--- config.mk ---
export PLATFORM = sky130hd
export DESIGN_NAME = bitmap_priority_ready_queue
export DESIGN_NICKNAME = d
export VERILOG_FILES = /design/src/bprq_pkg.sv /design/src/bprq_ctrl.sv /design/src/bprq_dp.sv /design/src/bitmap_priority_ready_queue.sv
export SDC_FILE = /design/constraint.sdc
export NUM_CORES = 2
export LEC_CHECK = 0
export BUFFER_PORTS_ARGS = -buffer_cell sky130_fd_sc_hd__buf_2
export CAP_MARGIN = 20
export CORE_MARGIN = 2
export CORE_UTILIZATION = 40
export CTS_BUF_LIST = sky130_fd_sc_hd__clkbuf_8
export DETAILED_ROUTE_END_ITERATION = 8
export SYNTH_ARGS = -nofsm -noshare
export SYNTH_HDL_FRONTEND = slang
export SYNTH_SLANG_ARGS = --single-unit
--- constraint.sdc ---
create_clock -name clock -period 8.89 [get_ports clock]
set_input_delay 1.3335 -clock clock [delete_from_list [all_inputs] [get_ports clock]]
set_output_delay 1.3335 -clock clock [all_outputs]
set_load 0.01 [all_outputs]
--- src/bprq_pkg.sv ---
package bprq_pkg;

   localparam int TASK_SLOTS_DEF = 64;
   localparam int TOP_LEVEL_DEF  = 63;

   typedef enum logic [2:0] {
      OP_ENQUEUE = 3'd0,
      OP_DEQUEUE = 3'd1,
      OP_PEEK    = 3'd2,
      OP_REMOVE  = 3'd3,
      OP_MOVE    = 3'd4,
      OP_CLEAR   = 3'd5
   } op_type;

   typedef enum logic [1:0] {
      ST_DONE   = 2'd0,
      ST_QUEUED = 2'd1,
      ST_NONE   = 2'd2
   } status_type;

   typedef enum logic [3:0] {
      S_IDLE,
      S_DECODE,
      S_FIND_GRP,
      S_FIND_BIT,
      S_RD_ENDS,
      S_RD_LINKS,
      S_UNLINK,
      S_RD_TAIL,
      S_LINK,
      S_RESP
   } state_type;

   typedef struct packed {
      logic       latch_req;
      logic       clear;
      logic       find_grp;
      logic       find_bit;
      logic       rd_ends;
      logic       ends_from_top;
      logic       rd_links;
      logic       links_from_head;
      logic       unlink;
      logic       rd_tail;
      logic       link;
      logic       rsp_load;
      logic       rsp_pick_valid;
      status_type rsp_status;
   } cmd_type;

   typedef struct packed {
      logic flag;
      logic noop;
      logic found;
   } sts_type;

endpackage

--- src/bprq_ctrl.sv ---
module bprq_ctrl (
   input  logic              clock,
   input  logic              reset,
   input  logic              req_valid,
   input  logic [2:0]        req_op,
   output logic              req_stall,
   output logic              rsp_valid,
   input  logic              rsp_stall,
   input  bprq_pkg::sts_type sts,
   output bprq_pkg::cmd_type cmd
);
   import bprq_pkg::*;

   state_type  state_ff, state_in;
   op_type     op_ff, op_in;
   status_type status_ff, status_in;
   logic       pickv_ff, pickv_in;
   logic       rsp_valid_ff, rsp_valid_in;
   logic       accept;
   logic       out_free;

   assign req_stall = (state_ff != S_IDLE);
   assign accept    = req_valid && !req_stall;
   assign out_free  = !rsp_valid_ff || !rsp_stall;
   assign rsp_valid = rsp_valid_ff;

   always_ff @(posedge clock) begin
      if (reset) begin
         state_ff     <= S_IDLE;
         op_ff        <= OP_ENQUEUE;
         status_ff    <= ST_DONE;
         pickv_ff     <= 1'b0;
         rsp_valid_ff <= 1'b0;
      end else begin
         state_ff     <= state_in;
         op_ff        <= op_in;
         status_ff    <= status_in;
         pickv_ff     <= pickv_in;
         rsp_valid_ff <= rsp_valid_in;
      end
   end

   always_comb begin
      state_in     = state_ff;
      op_in        = op_ff;
      status_in    = status_ff;
      pickv_in     = pickv_ff;
      rsp_valid_in = rsp_valid_ff && rsp_stall;
      unique case (state_ff)
         S_IDLE: begin
            if (accept) begin
               op_in    = op_type'(req_op);
               state_in = S_DECODE;
            end
         end
         S_DECODE: begin
            status_in = ST_DONE;
            pickv_in  = 1'b0;
            unique case (op_ff)
               OP_ENQUEUE: begin
                  if (sts.flag) begin
                     status_in = ST_QUEUED;
                     state_in  = S_RESP;
                  end else begin
                     state_in = S_RD_TAIL;
                  end
               end
               OP_DEQUEUE, OP_PEEK: state_in = S_FIND_GRP;
               OP_REMOVE: begin
                  if (sts.flag) begin
                     state_in = S_RD_LINKS;
                  end else begin
                     status_in = ST_NONE;
                     state_in  = S_RESP;
                  end
               end
               OP_MOVE: begin
                  priority if (sts.noop) state_in = S_RESP;
                  else if (sts.flag)     state_in = S_RD_LINKS;
                  else                   state_in = S_RD_TAIL;
               end
               default: state_in = S_RESP;
            endcase
         end
         S_FIND_GRP: begin
            if (sts.found) begin
               state_in = S_FIND_BIT;
            end else begin
               status_in = ST_NONE;
               state_in  = S_RESP;
            end
         end
         S_FIND_BIT: state_in = S_RD_ENDS;
         S_RD_ENDS: begin
            priority if (op_ff == OP_PEEK) begin
               pickv_in = 1'b1;
               state_in = S_RESP;
            end else if (op_ff == OP_DEQUEUE) begin
               pickv_in = 1'b1;
               state_in = S_RD_LINKS;
            end else begin
               state_in = S_UNLINK;
            end
         end
         S_RD_LINKS: state_in = (op_ff == OP_DEQUEUE) ? S_UNLINK : S_RD_ENDS;
         S_UNLINK:   state_in = (op_ff == OP_MOVE) ? S_RD_TAIL : S_RESP;
         S_RD_TAIL:  state_in = S_LINK;
         S_LINK:     state_in = S_RESP;
         S_RESP: begin
            if (out_free) begin
               rsp_valid_in = 1'b1;
               state_in     = S_IDLE;
            end
         end
         default: state_in = S_IDLE;
      endcase
   end

   always_comb begin
      cmd                 = '0;
      cmd.rsp_status      = status_ff;
      cmd.rsp_pick_valid  = pickv_ff;
      cmd.ends_from_top   = (op_ff == OP_DEQUEUE) || (op_ff == OP_PEEK);
      cmd.links_from_head = (op_ff == OP_DEQUEUE);
      unique case (state_ff)
         S_IDLE:     cmd.latch_req = accept;
         S_DECODE:   cmd.clear     = (op_ff == OP_CLEAR);
         S_FIND_GRP: cmd.find_grp  = 1'b1;
         S_FIND_BIT: cmd.find_bit  = 1'b1;
         S_RD_ENDS:  cmd.rd_ends   = 1'b1;
         S_RD_LINKS: cmd.rd_links  = 1'b1;
         S_UNLINK:   cmd.unlink    = 1'b1;
         S_RD_TAIL:  cmd.rd_tail   = 1'b1;
         S_LINK:     cmd.link      = 1'b1;
         S_RESP:     cmd.rsp_load  = out_free;
         default:    cmd.latch_req = 1'b0;
      endcase
   end

   a_load_valid: assert property (@(posedge clock) disable iff (reset)
      cmd.rsp_load |=> rsp_valid_ff)
      else $error("response not raised after load");
   a_accept_decode: assert property (@(posedge clock) disable iff (reset)
      accept |=> state_ff == S_DECODE)
      else $error("accepted word not decoded");
   a_pick_done: assert property (@(posedge clock) disable iff (reset)
      (cmd.rsp_load && cmd.rsp_pick_valid) |-> cmd.rsp_status == ST_DONE)
      else $error("picked task with failing status");

endmodule

--- src/bprq_dp.sv ---
module bprq_dp #(
   parameter int TASK_SLOTS = bprq_pkg::TASK_SLOTS_DEF,
   parameter int TOP_LEVEL  = bprq_pkg::TOP_LEVEL_DEF
) (
   input  logic                 clock,
   input  logic                 reset,
   input  logic [5:0]           req_task_slot,
   input  logic [5:0]           req_level,
   input  logic [5:0]           req_old_level,
   input  bprq_pkg::cmd_type    cmd,
   output bprq_pkg::sts_type    sts,
   output logic [5:0]           rsp_picked_task,
   output logic                 rsp_picked_valid,
   output logic [1:0]           rsp_status
);
   import bprq_pkg::*;

   // only 64 slots are reachable through a 6-bit task field
   localparam int SLOTS = (TASK_SLOTS < 64) ? TASK_SLOTS : 64;
   localparam int SW    = (SLOTS > 1) ? $clog2(SLOTS) : 1;
   localparam int NLEV  = TOP_LEVEL + 1;
   localparam int LW    = $clog2(NLEV);
   localparam int NG    = (NLEV + 15) / 16;
   localparam int GW    = (NG > 1) ? $clog2(NG) : 1;

   logic [SW-1:0] next_mem [SLOTS];
   logic [SW-1:0] prev_mem [SLOTS];
   logic [LW-1:0] tlev_mem [SLOTS];
   logic [SW-1:0] head_mem [NLEV];
   logic [SW-1:0] tail_mem [NLEV];

   logic [SW-1:0]    slot_ff, ut_ff, prev_q, next_q, head_q, tail_q;
   logic [LW-1:0]    lvl_ff, ulv_ff, top_ff, tlev_q;
   logic             noop_ff;
   logic [GW-1:0]    grp_ff;
   logic [SLOTS-1:0] qflag_ff;
   logic [NLEV-1:0]  bm_ff;
   logic [5:0]       rsp_task_ff;
   logic             rsp_pv_ff;
   status_type       rsp_st_ff;

   logic [SW-1:0]    slot_mod;
   logic [LW-1:0]    lvl_sat;
   logic [NG*16-1:0] bm_pad;
   logic [NG-1:0]    grp_any;
   logic [GW-1:0]    grp_sel;
   logic [15:0]      grp_bits;
   logic [3:0]       bit_sel;
   logic [LW-1:0]    ends_addr;
   logic [SW-1:0]    links_addr;
   logic             is_head, is_tail, bm_hit;

   always_comb begin
      slot_mod = '0;
      for (int k = 0; k < 64; k++) begin
         if (req_task_slot == 6'(k)) slot_mod = SW'(k % TASK_SLOTS);
      end
   end

   assign lvl_sat = (32'(req_level) > TOP_LEVEL) ? LW'(TOP_LEVEL) : LW'(req_level);

   always_comb begin
      bm_pad = '0;
      bm_pad[NLEV-1:0] = bm_ff;
   end

   always_comb begin
      for (int g = 0; g < NG; g++) grp_any[g] = |bm_pad[g*16 +: 16];
   end

   // highest non-empty group, then highest bit inside it
   always_comb begin
      grp_sel = '0;
      for (int g = 0; g < NG; g++) begin
         if (grp_any[g]) grp_sel = GW'(g);
      end
   end

   assign grp_bits = bm_pad[grp_ff*16 +: 16];

   always_comb begin
      bit_sel = '0;
      for (int b = 0; b < 16; b++) begin
         if (grp_bits[b]) bit_sel = 4'(b);
      end
   end

   assign ends_addr  = cmd.ends_from_top ? top_ff : tlev_q;
   assign links_addr = cmd.links_from_head ? head_q : slot_ff;
   assign is_head    = (head_q == ut_ff);
   assign is_tail    = (tail_q == ut_ff);
   assign bm_hit     = bm_ff[lvl_ff];

   assign sts.flag  = qflag_ff[slot_ff];
   assign sts.noop  = noop_ff;
   assign sts.found = |grp_any;

   always_ff @(posedge clock) begin
      if (cmd.latch_req) begin
         slot_ff <= slot_mod;
         lvl_ff  <= lvl_sat;
         noop_ff <= (req_old_level == req_level);
      end
      if (cmd.find_grp) grp_ff <= grp_sel;
      if (cmd.find_bit) top_ff <= LW'({grp_ff, bit_sel});
      if (cmd.rd_ends) ulv_ff <= ends_addr;
      if (cmd.rd_links) ut_ff <= links_addr;
      if (cmd.rsp_load) begin
         rsp_task_ff <= cmd.rsp_pick_valid ? 6'(head_q) : 6'd0;
         rsp_pv_ff   <= cmd.rsp_pick_valid;
         rsp_st_ff   <= cmd.rsp_status;
      end
   end

   // link memories: one read and one write port each
   always_ff @(posedge clock) begin
      if (cmd.rd_links) begin
         next_q <= next_mem[links_addr];
         prev_q <= prev_mem[links_addr];
         tlev_q <= tlev_mem[links_addr];
      end
      if (cmd.rd_ends) head_q <= head_mem[ends_addr];
      if (cmd.rd_ends) begin
         tail_q <= tail_mem[ends_addr];
      end else if (cmd.rd_tail) begin
         tail_q <= tail_mem[lvl_ff];
      end
      if (cmd.unlink) begin
         priority if (is_head && is_tail) begin
         end else if (is_head) begin
            head_mem[ulv_ff] <= next_q;
         end else if (is_tail) begin
            tail_mem[ulv_ff] <= prev_q;
         end else begin
            next_mem[prev_q] <= next_q;
            prev_mem[next_q] <= prev_q;
         end
      end
      if (cmd.link) begin
         tlev_mem[slot_ff] <= lvl_ff;
         tail_mem[lvl_ff]  <= slot_ff;
         if (bm_hit) begin
            next_mem[tail_q]  <= slot_ff;
            prev_mem[slot_ff] <= tail_q;
         end else begin
            head_mem[lvl_ff] <= slot_ff;
         end
      end
   end

   always_ff @(posedge clock) begin
      if (reset) begin
         qflag_ff <= '0;
         bm_ff    <= '0;
      end else if (cmd.clear) begin
         qflag_ff <= '0;
         bm_ff    <= '0;
      end else begin
         if (cmd.unlink) begin
            qflag_ff[ut_ff] <= 1'b0;
            if (is_head && is_tail) bm_ff[ulv_ff] <= 1'b0;
         end
         if (cmd.link) begin
            qflag_ff[slot_ff] <= 1'b1;
            bm_ff[lvl_ff]     <= 1'b1;
         end
      end
   end

   assign rsp_picked_task  = rsp_task_ff;
   assign rsp_picked_valid = rsp_pv_ff;
   assign rsp_status       = rsp_st_ff;

   a_link_flag: assert property (@(posedge clock) disable iff (reset)
      cmd.link |=> qflag_ff[$past(slot_ff)])
      else $error("linked task not flagged");
   a_link_level: assert property (@(posedge clock) disable iff (reset)
      cmd.link |=> bm_ff[$past(lvl_ff)])
      else $error("level not marked after link");
   a_clear: assert property (@(posedge clock) disable iff (reset)
      cmd.clear |=> (bm_ff == '0) && (qflag_ff == '0))
      else $error("clear left state behind");

endmodule

--- src/bitmap_priority_ready_queue.sv ---
// channel | ports                                              | direction
// req     | req_valid req_stall req_op req_task_slot req_level | in
//         | req_old_level                                      |
// rsp     | rsp_valid rsp_stall rsp_picked_task                | out
//         | rsp_picked_valid rsp_status                        |
// one word at a time; clear, refused or trivial ops take the shortest path, a dequeue
// or a move of a queued task the longest, set by the dependent reads of the link
// memories and the two-step bitmap search
// synchronous reset clears queued flags, level bitmap and control; link memories
// need no clearing. req_stall is high while a word is in work; a response held
// by rsp_stall lets the next word in, and its result waits for the slot
module bitmap_priority_ready_queue #(
   parameter int TASK_SLOTS = bprq_pkg::TASK_SLOTS_DEF,
   parameter int TOP_LEVEL  = bprq_pkg::TOP_LEVEL_DEF
) (
   input  logic       clock,
   input  logic       reset,
   input  logic       req_valid,
   output logic       req_stall,
   input  logic [2:0] req_op,
   input  logic [5:0] req_task_slot,
   input  logic [5:0] req_level,
   input  logic [5:0] req_old_level,
   output logic       rsp_valid,
   input  logic       rsp_stall,
   output logic [5:0] rsp_picked_task,
   output logic       rsp_picked_valid,
   output logic [1:0] rsp_status
);
   import bprq_pkg::*;

   cmd_type cmd;
   sts_type sts;

   bprq_ctrl u_ctrl (
      .clock     (clock),
      .reset     (reset),
      .req_valid (req_valid),
      .req_op    (req_op),
      .req_stall (req_stall),
      .rsp_valid (rsp_valid),
      .rsp_stall (rsp_stall),
      .sts       (sts),
      .cmd       (cmd)
   );

   bprq_dp #(
      .TASK_SLOTS (TASK_SLOTS),
      .TOP_LEVEL  (TOP_LEVEL)
   ) u_dp (
      .clock            (clock),
      .reset            (reset),
      .req_task_slot    (req_task_slot),
      .req_level        (req_level),
      .req_old_level    (req_old_level),
      .cmd              (cmd),
      .sts              (sts),
      .rsp_picked_task  (rsp_picked_task),
      .rsp_picked_valid (rsp_picked_valid),
      .rsp_status       (rsp_status)
   );

endmodule

# Word-level counts from Yosys, hierarchy flattened
# Memory sizes are Yosys's and may differ from the RTL's. A register that Yosys moved wholly into a read port is not among the register bits.
# Index checks and enable logic that the tools add are counted.
# Widths: inputs -> output; s select.
# word_totals
regBits,187
mem_bits_rw,1920
inputBits,25
out_inout_bits,11
wordCells,344
mem_count,5
# memory_table
memory,words,width,rd,rd_clocked_by_memory_dff,wr,line,rtl
u_dp.head_mem,64,6,1,1,1,bprq_dp.sv:29,logic [SW-1:0] head_mem [NLEV];
u_dp.next_mem,64,6,1,1,1,bprq_dp.sv:26,logic [SW-1:0] next_mem [SLOTS];
u_dp.prev_mem,64,6,1,1,1,bprq_dp.sv:27,logic [SW-1:0] prev_mem [SLOTS];
u_dp.tail_mem,64,6,2,1,1,bprq_dp.sv:30,logic [SW-1:0] tail_mem [NLEV];
u_dp.tlev_mem,64,6,1,1,1,bprq_dp.sv:28,logic [LW-1:0] tlev_mem [SLOTS];
# op_classes
n_lt_le_gt_ge,8
eq_ne,84
n_shift,1
n_mux,171
n_bitwise,6
n_reduce_logical,41
# op_table
op,n
$mux 64,9
$eq 6x6->1 const B,32
$mux 5,32
$and 64x64->64,2
$not 64->64,2
$or 64x64->64,2
$eq 6x5->1 const B,16
$mux 4,24
$mux 6,13
$reduce_or 16->1,4
$reduce_or 32->1,2
$reduce_or 64->1,1
$shiftx 64x7->16,1
$mux 1,53
$eq 6x4->1 const B,8
$mux 3,16
$pmux 4 s10,1
$lt 6x7->1 const B,4
$mux 2,13
$demux 1 s6,4
$eq 6x3->1 const B,4
$ge 6x1->1 const B,4
$reduce_or 6->1,4
$eq 6x6->1,3
27 further kinds,57

# Logic depth before layout (Yosys ltp)
# depth
ltp_word,63
mapped_depth,14
ltp_nobuf,9

# Hierarchy
# Synthesis repeated with hierarchy kept, for this count alone.
# unflattened
cells_unflattened,9801
area_unflattened_um2,113292.4
# modules_own_cells
mod,instances,cells_each,area_per_inst_um2,seq_area_each_um2
bprq_dp,1,9686,112410.3,62499.9
bprq_ctrl,1,115,882.1,220.2

# Least setup slack after synthesis
# Ideal clock, no wire load.
# synth_timing
path_kind,register to register
from,reg u_dp.lvl_ff[1]
to,mem u_dp.prev_mem[0][1] (netlist bit) (data pin)
setup_time_ns,0.702
arrival_time_ns,5.760
required_ns,8.188
setup_slack_ns,2.429
path_stages_with_launch,10
path_buffers,3
period_less_slack_ns,6.461
path_cell_list,edfxtp_1 -> buf_2 -> mux4_2 -> mux2_2 -> o2bb2ai_1 -> a221o_1 -> o31a_1 -> buf_2 -> buf_2 -> o21ai_0
# synth_via
elab_chain_len,7
# synth_rtl
element,line,rtl
start: declaration,bprq_dp.sv:33,"logic [LW-1:0] lvl_ff, ulv_ff, top_ff, tlev_q;"
start signal: assignment,bprq_dp.sv:101,lvl_ff <= lvl_sat;
$bmux 1 s6,bprq_dp.sv:92,assign bm_hit = bm_ff[lvl_ff];
$mux 1 (implied by the code),bprq_dp.sv:92,
$mux 1,bprq_dp.sv:142,if (bm_hit) begin
$mux 1,bprq_dp.sv:139,if (cmd.link) begin
$mux 1 (implied by the code),bprq_dp.sv:144,prev_mem[slot_ff] <= tail_q;
$reduce_or 6->1 (no line),n/a,
$mux 6 (no line),n/a,
end: declaration,bprq_dp.sv:27,
# Every way passes these cells. The select of a mux whose other input is x is not followed.

# Worst setup path after layout
# layout_timing
from,reg u_dp.lvl_ff[5]
to,mem u_dp.prev_mem[63][4] (netlist bit) (enable)
# layout_via
elab_chain_len,7
word_cells_on_any_way,8
cone_classes,mux (7); reduce/logical (1)
# layout_rtl
element,line
$bmux 1 s6 (*),bprq_dp.sv:92
$mux 1 (implied by the code) (*),bprq_dp.sv:92
$mux 1 (*),bprq_dp.sv:142
$mux 1 (*),bprq_dp.sv:139
$mux 1 (implied by the code) (*),bprq_dp.sv:144
$reduce_or 6->1 (no line),n/a
$mux 6 (no line) / $mux 1 (equally long branches),n/a
# Every way passes the cells marked *; elsewhere a longest branch is shown, timed or not. The select of a mux whose other input is x is not followed.

==> reports/qor.yml <==
grt_pass1_wl_um: 384000
p_leak_nw: 33.9
final.setup_skew_ns: 0.0599
slew_violations: 0
num_io_pins: 36
fin_crit_sh: 0.654
fp-row-count: 175
gp_congestion: 0.921
cap_violations: 0
yosys_warnings: 0
grt_pass1_vias: 58200
status: "finished, final reports clean"
finalNetCount: 6983
synth_seq_cells: 2137
antenna_left: 0
grt_max_degree: 205
finalHoldViolations: 0
die_h_um: 483
syn-num-nets: 6965
synth_adder_area_share: 0
drive_gt1_frac: 0.130
synth_cell_type_count: 83
synth_area_per_cell_sq_um: 13.2
relSlewSlack: 0.129
cts-resized-gates: 0
wl_um: 261000
yosys.cell_count.top_type: "edfxtp_1"
vias: 59900
dp_hpwl_um: 161000
synth_area_leaders: "edfxtp_1 65%, nand2_1 6.6%, mux4_2 5.5%"
wire_per_inst_um: 25.6
cts_tree: "done"
grt.overflow.total: 0
fmax_mhz: 172
synth_top_family_by_area: "simple AND/OR/NAND/NOR gates"
synthToLayoutAreaGrowth_pct: 9.90
start_kind: "flip-flop"
tightestPinTransition_ns: 1.31
rsz0062_at_grt: "no"
netlist_area_sq_mm: 0.0918
first_iter_violations: 7374
fp.dieW_um: 483
clockBufferDepth: 4
worstSetupPathType: "reg -> reg"
htree_num_levels: 5
cts_root_buffer: "clkbuf_8"
cts_setup_buffers: 0
place_ws_ns: 3.17
min_period_ns: 5.81
crit_arrival_ns: 6.47
layout_setup_ws_ns: 3.08
cts.sinks: 2137
setup_viol_count_final: 0
initial_core_util: 0.403
min_from: "req_task_slot[3]"
cp-startpoint: "u_dp.lvl_ff[5]"
crit_fanout: 66
ys_seq_area_frac: 0.683
async_reset_ff_frac: 0
ys.flop_type: "edfxtp_1"
power.density_mw_per_mm2: 273
timing.rr.start: "u_dp.lvl_ff[5]"
ir_drop_mv: 0.264
synth.top_cell.area_share: 0.651
dieArea_sq_mm: 0.233
grtUsageTotal: 0.217
io_buffers: 35
crit_required_ns: 9.55
synth-compound-area-share: 0.0768
holdCritPathClass: "in -> reg"
synth_area_leader_cell: "edfxtp_1"
drc: 0
synth_xor_area_frac: 0.00199
viasPerCell: 5.86
synth_edf_count: 1992
clock_latency_ns: 1.05
end_kind: "flip-flop"
antenna_found_initial: 4
cts.clk_slew.worst_paths_ns: 0.06
cts_hold_buffers: 0
dr.pass1.iters: 6
netlist_top_cells_count: "1992 x edfxtp_1, 1620 x nand2_1, 367 x nand3_1, 289 x clkbuf_1, 278 x nor2_1"
fin_setup_tns_ns: 0
synth_mux_area_frac: 0.0801
core_area_sq_mm: 0.228
synth-simple-area-share: 0.132
numCtsBuffers: 348
syn_inst: 6940
==> flip-flops by register name, summed over array words and instances (netlist names), 3 cells and up, named ones only <==
signal                count
u_dp.bm_ff               64
u_dp.next_mem           384
u_dp.lvl_ff               6
u_dp.head_mem           384
u_ctrl.state_ff           4
u_dp.next_q               6
u_dp.tlev_q               6
u_dp.ulv_ff               6
u_dp.prev_mem           384
u_dp.rsp_picked_task      6
u_dp.tail_mem           384
u_ctrl.op_ff              3
u_dp.tail_q               6
u_dp.top_ff               6
u_dp.qflag_ff            64
u_dp.ut_ff                6
u_dp.head_q               6
u_dp.tlev_mem           384
u_dp.prev_q               6
u_dp.slot_ff              6
==> cell type report <==
class,count,area (sq um)
diodes,6,15.0
clock buffers,363,5000
clock inverters,220,1000
fillers,20500,127000
inverters,93,380
multi-input cells,4227,27000
flip-flops and latches,2137,62700
well taps,3009,3760
repair buffers,151,1080
==> final timing paths <==
kind                                to  slack, ns  cells after the start
setup reg to reg  u_dp.prev_mem[63][4]       3.08                     10
hold / removal         u_dp.slot_ff[3]       0.46                      1
setup / recovery  u_dp.prev_mem[63][4]       3.08                     10
hold reg to reg     u_dp.rsp_status[1]       0.48                      0
==> worst max-delay path: stages (launching register included) <==
cell	delay, ns
edfxtp_1	0.85
buf_4	0.59
nor2b_1	0.37
nand2b_1	0.26
o22ai_1	0.50
o31a_2	0.33
buf_4	0.60
and2_0	0.46
o21bai_4	0.20
buf_4	0.55
nor2b_1	0.52
==> logic make-up after synthesis <==
logic type	count (synthesis)
buffers and inverters	576
xor gates and xnor gates	20
and+or+nand+nor	2762
DFF	2137
muxes	448
AOI/OAI and AO/OA	997
==> per-layer routing <==
metal / track usage / vias to the layer above / wire length [um]
met1: 0.296 / 30000 / 107000
met4: 0.0856 / 0 / 10400
met3: 0.0405 / 610 / 21800
li1: - / 26300 / -
met5: 0 / - / 0
met2: 0.343 / 2933 / 122000
==> placed cells by master, fill, tap and decap left out, drive strengths merged, types with 10 or more instances in the layout <==
master	n
and3	259
clkbuf	363
o31ai	33
and2	30
a221oi	10
a31oi	62
mux2i	167
o32ai	25
nor2	279
mux2	58
inv	204
dfxtp	145
mux4	223
a211oi	69
o311ai	19
o22ai	44
nor2b	36
edfxtp	1992
a21oi	213
nor3	50
o21ai	164
nand2b	17
clkinv	98
a221o	13
nor4	24
buf	151
a22oi	12
xnor2	15
or2	18
nand3	367
a22o	20
or3	22
a311oi	252
nand2	1620
==> power breakdown <==
| group | leakage (nW) | internal, mW | switching, mW |
|---|---|---|---|
| registers | 19.1 | 11.5 | 0.351 |
| logic | 11.3 | 2.68 | 5.37 |
| clock network | 3.49 | 3.86 | 3.85 |
| total | 33.9 | 18.0 | 9.57 |
==> metrics by stage <==
stage / cells / area, sq um / total power, mW / utilization / hold slack (ns)
6_report: 10200 / 101000 / 27.6 / 0.443 / 0.461
5_1_grt: 10200 / 101000 / 28.7 / 0.443 / 0.384
4_1_cts: 10200 / 101000 / 27.7 / 0.443 / 0.376
3_5_place_dp: 9615 / 94900 / 20.0 / 0.417 / 0.467
3_3_place_gp: 9614 / 94900 / 19.9 / 0.417 / 0.458
2_1_floorplan: 6940 / 91800 / 17.3 / - / 0.408
No activity file was read; power rests on OpenSTA's default activity.
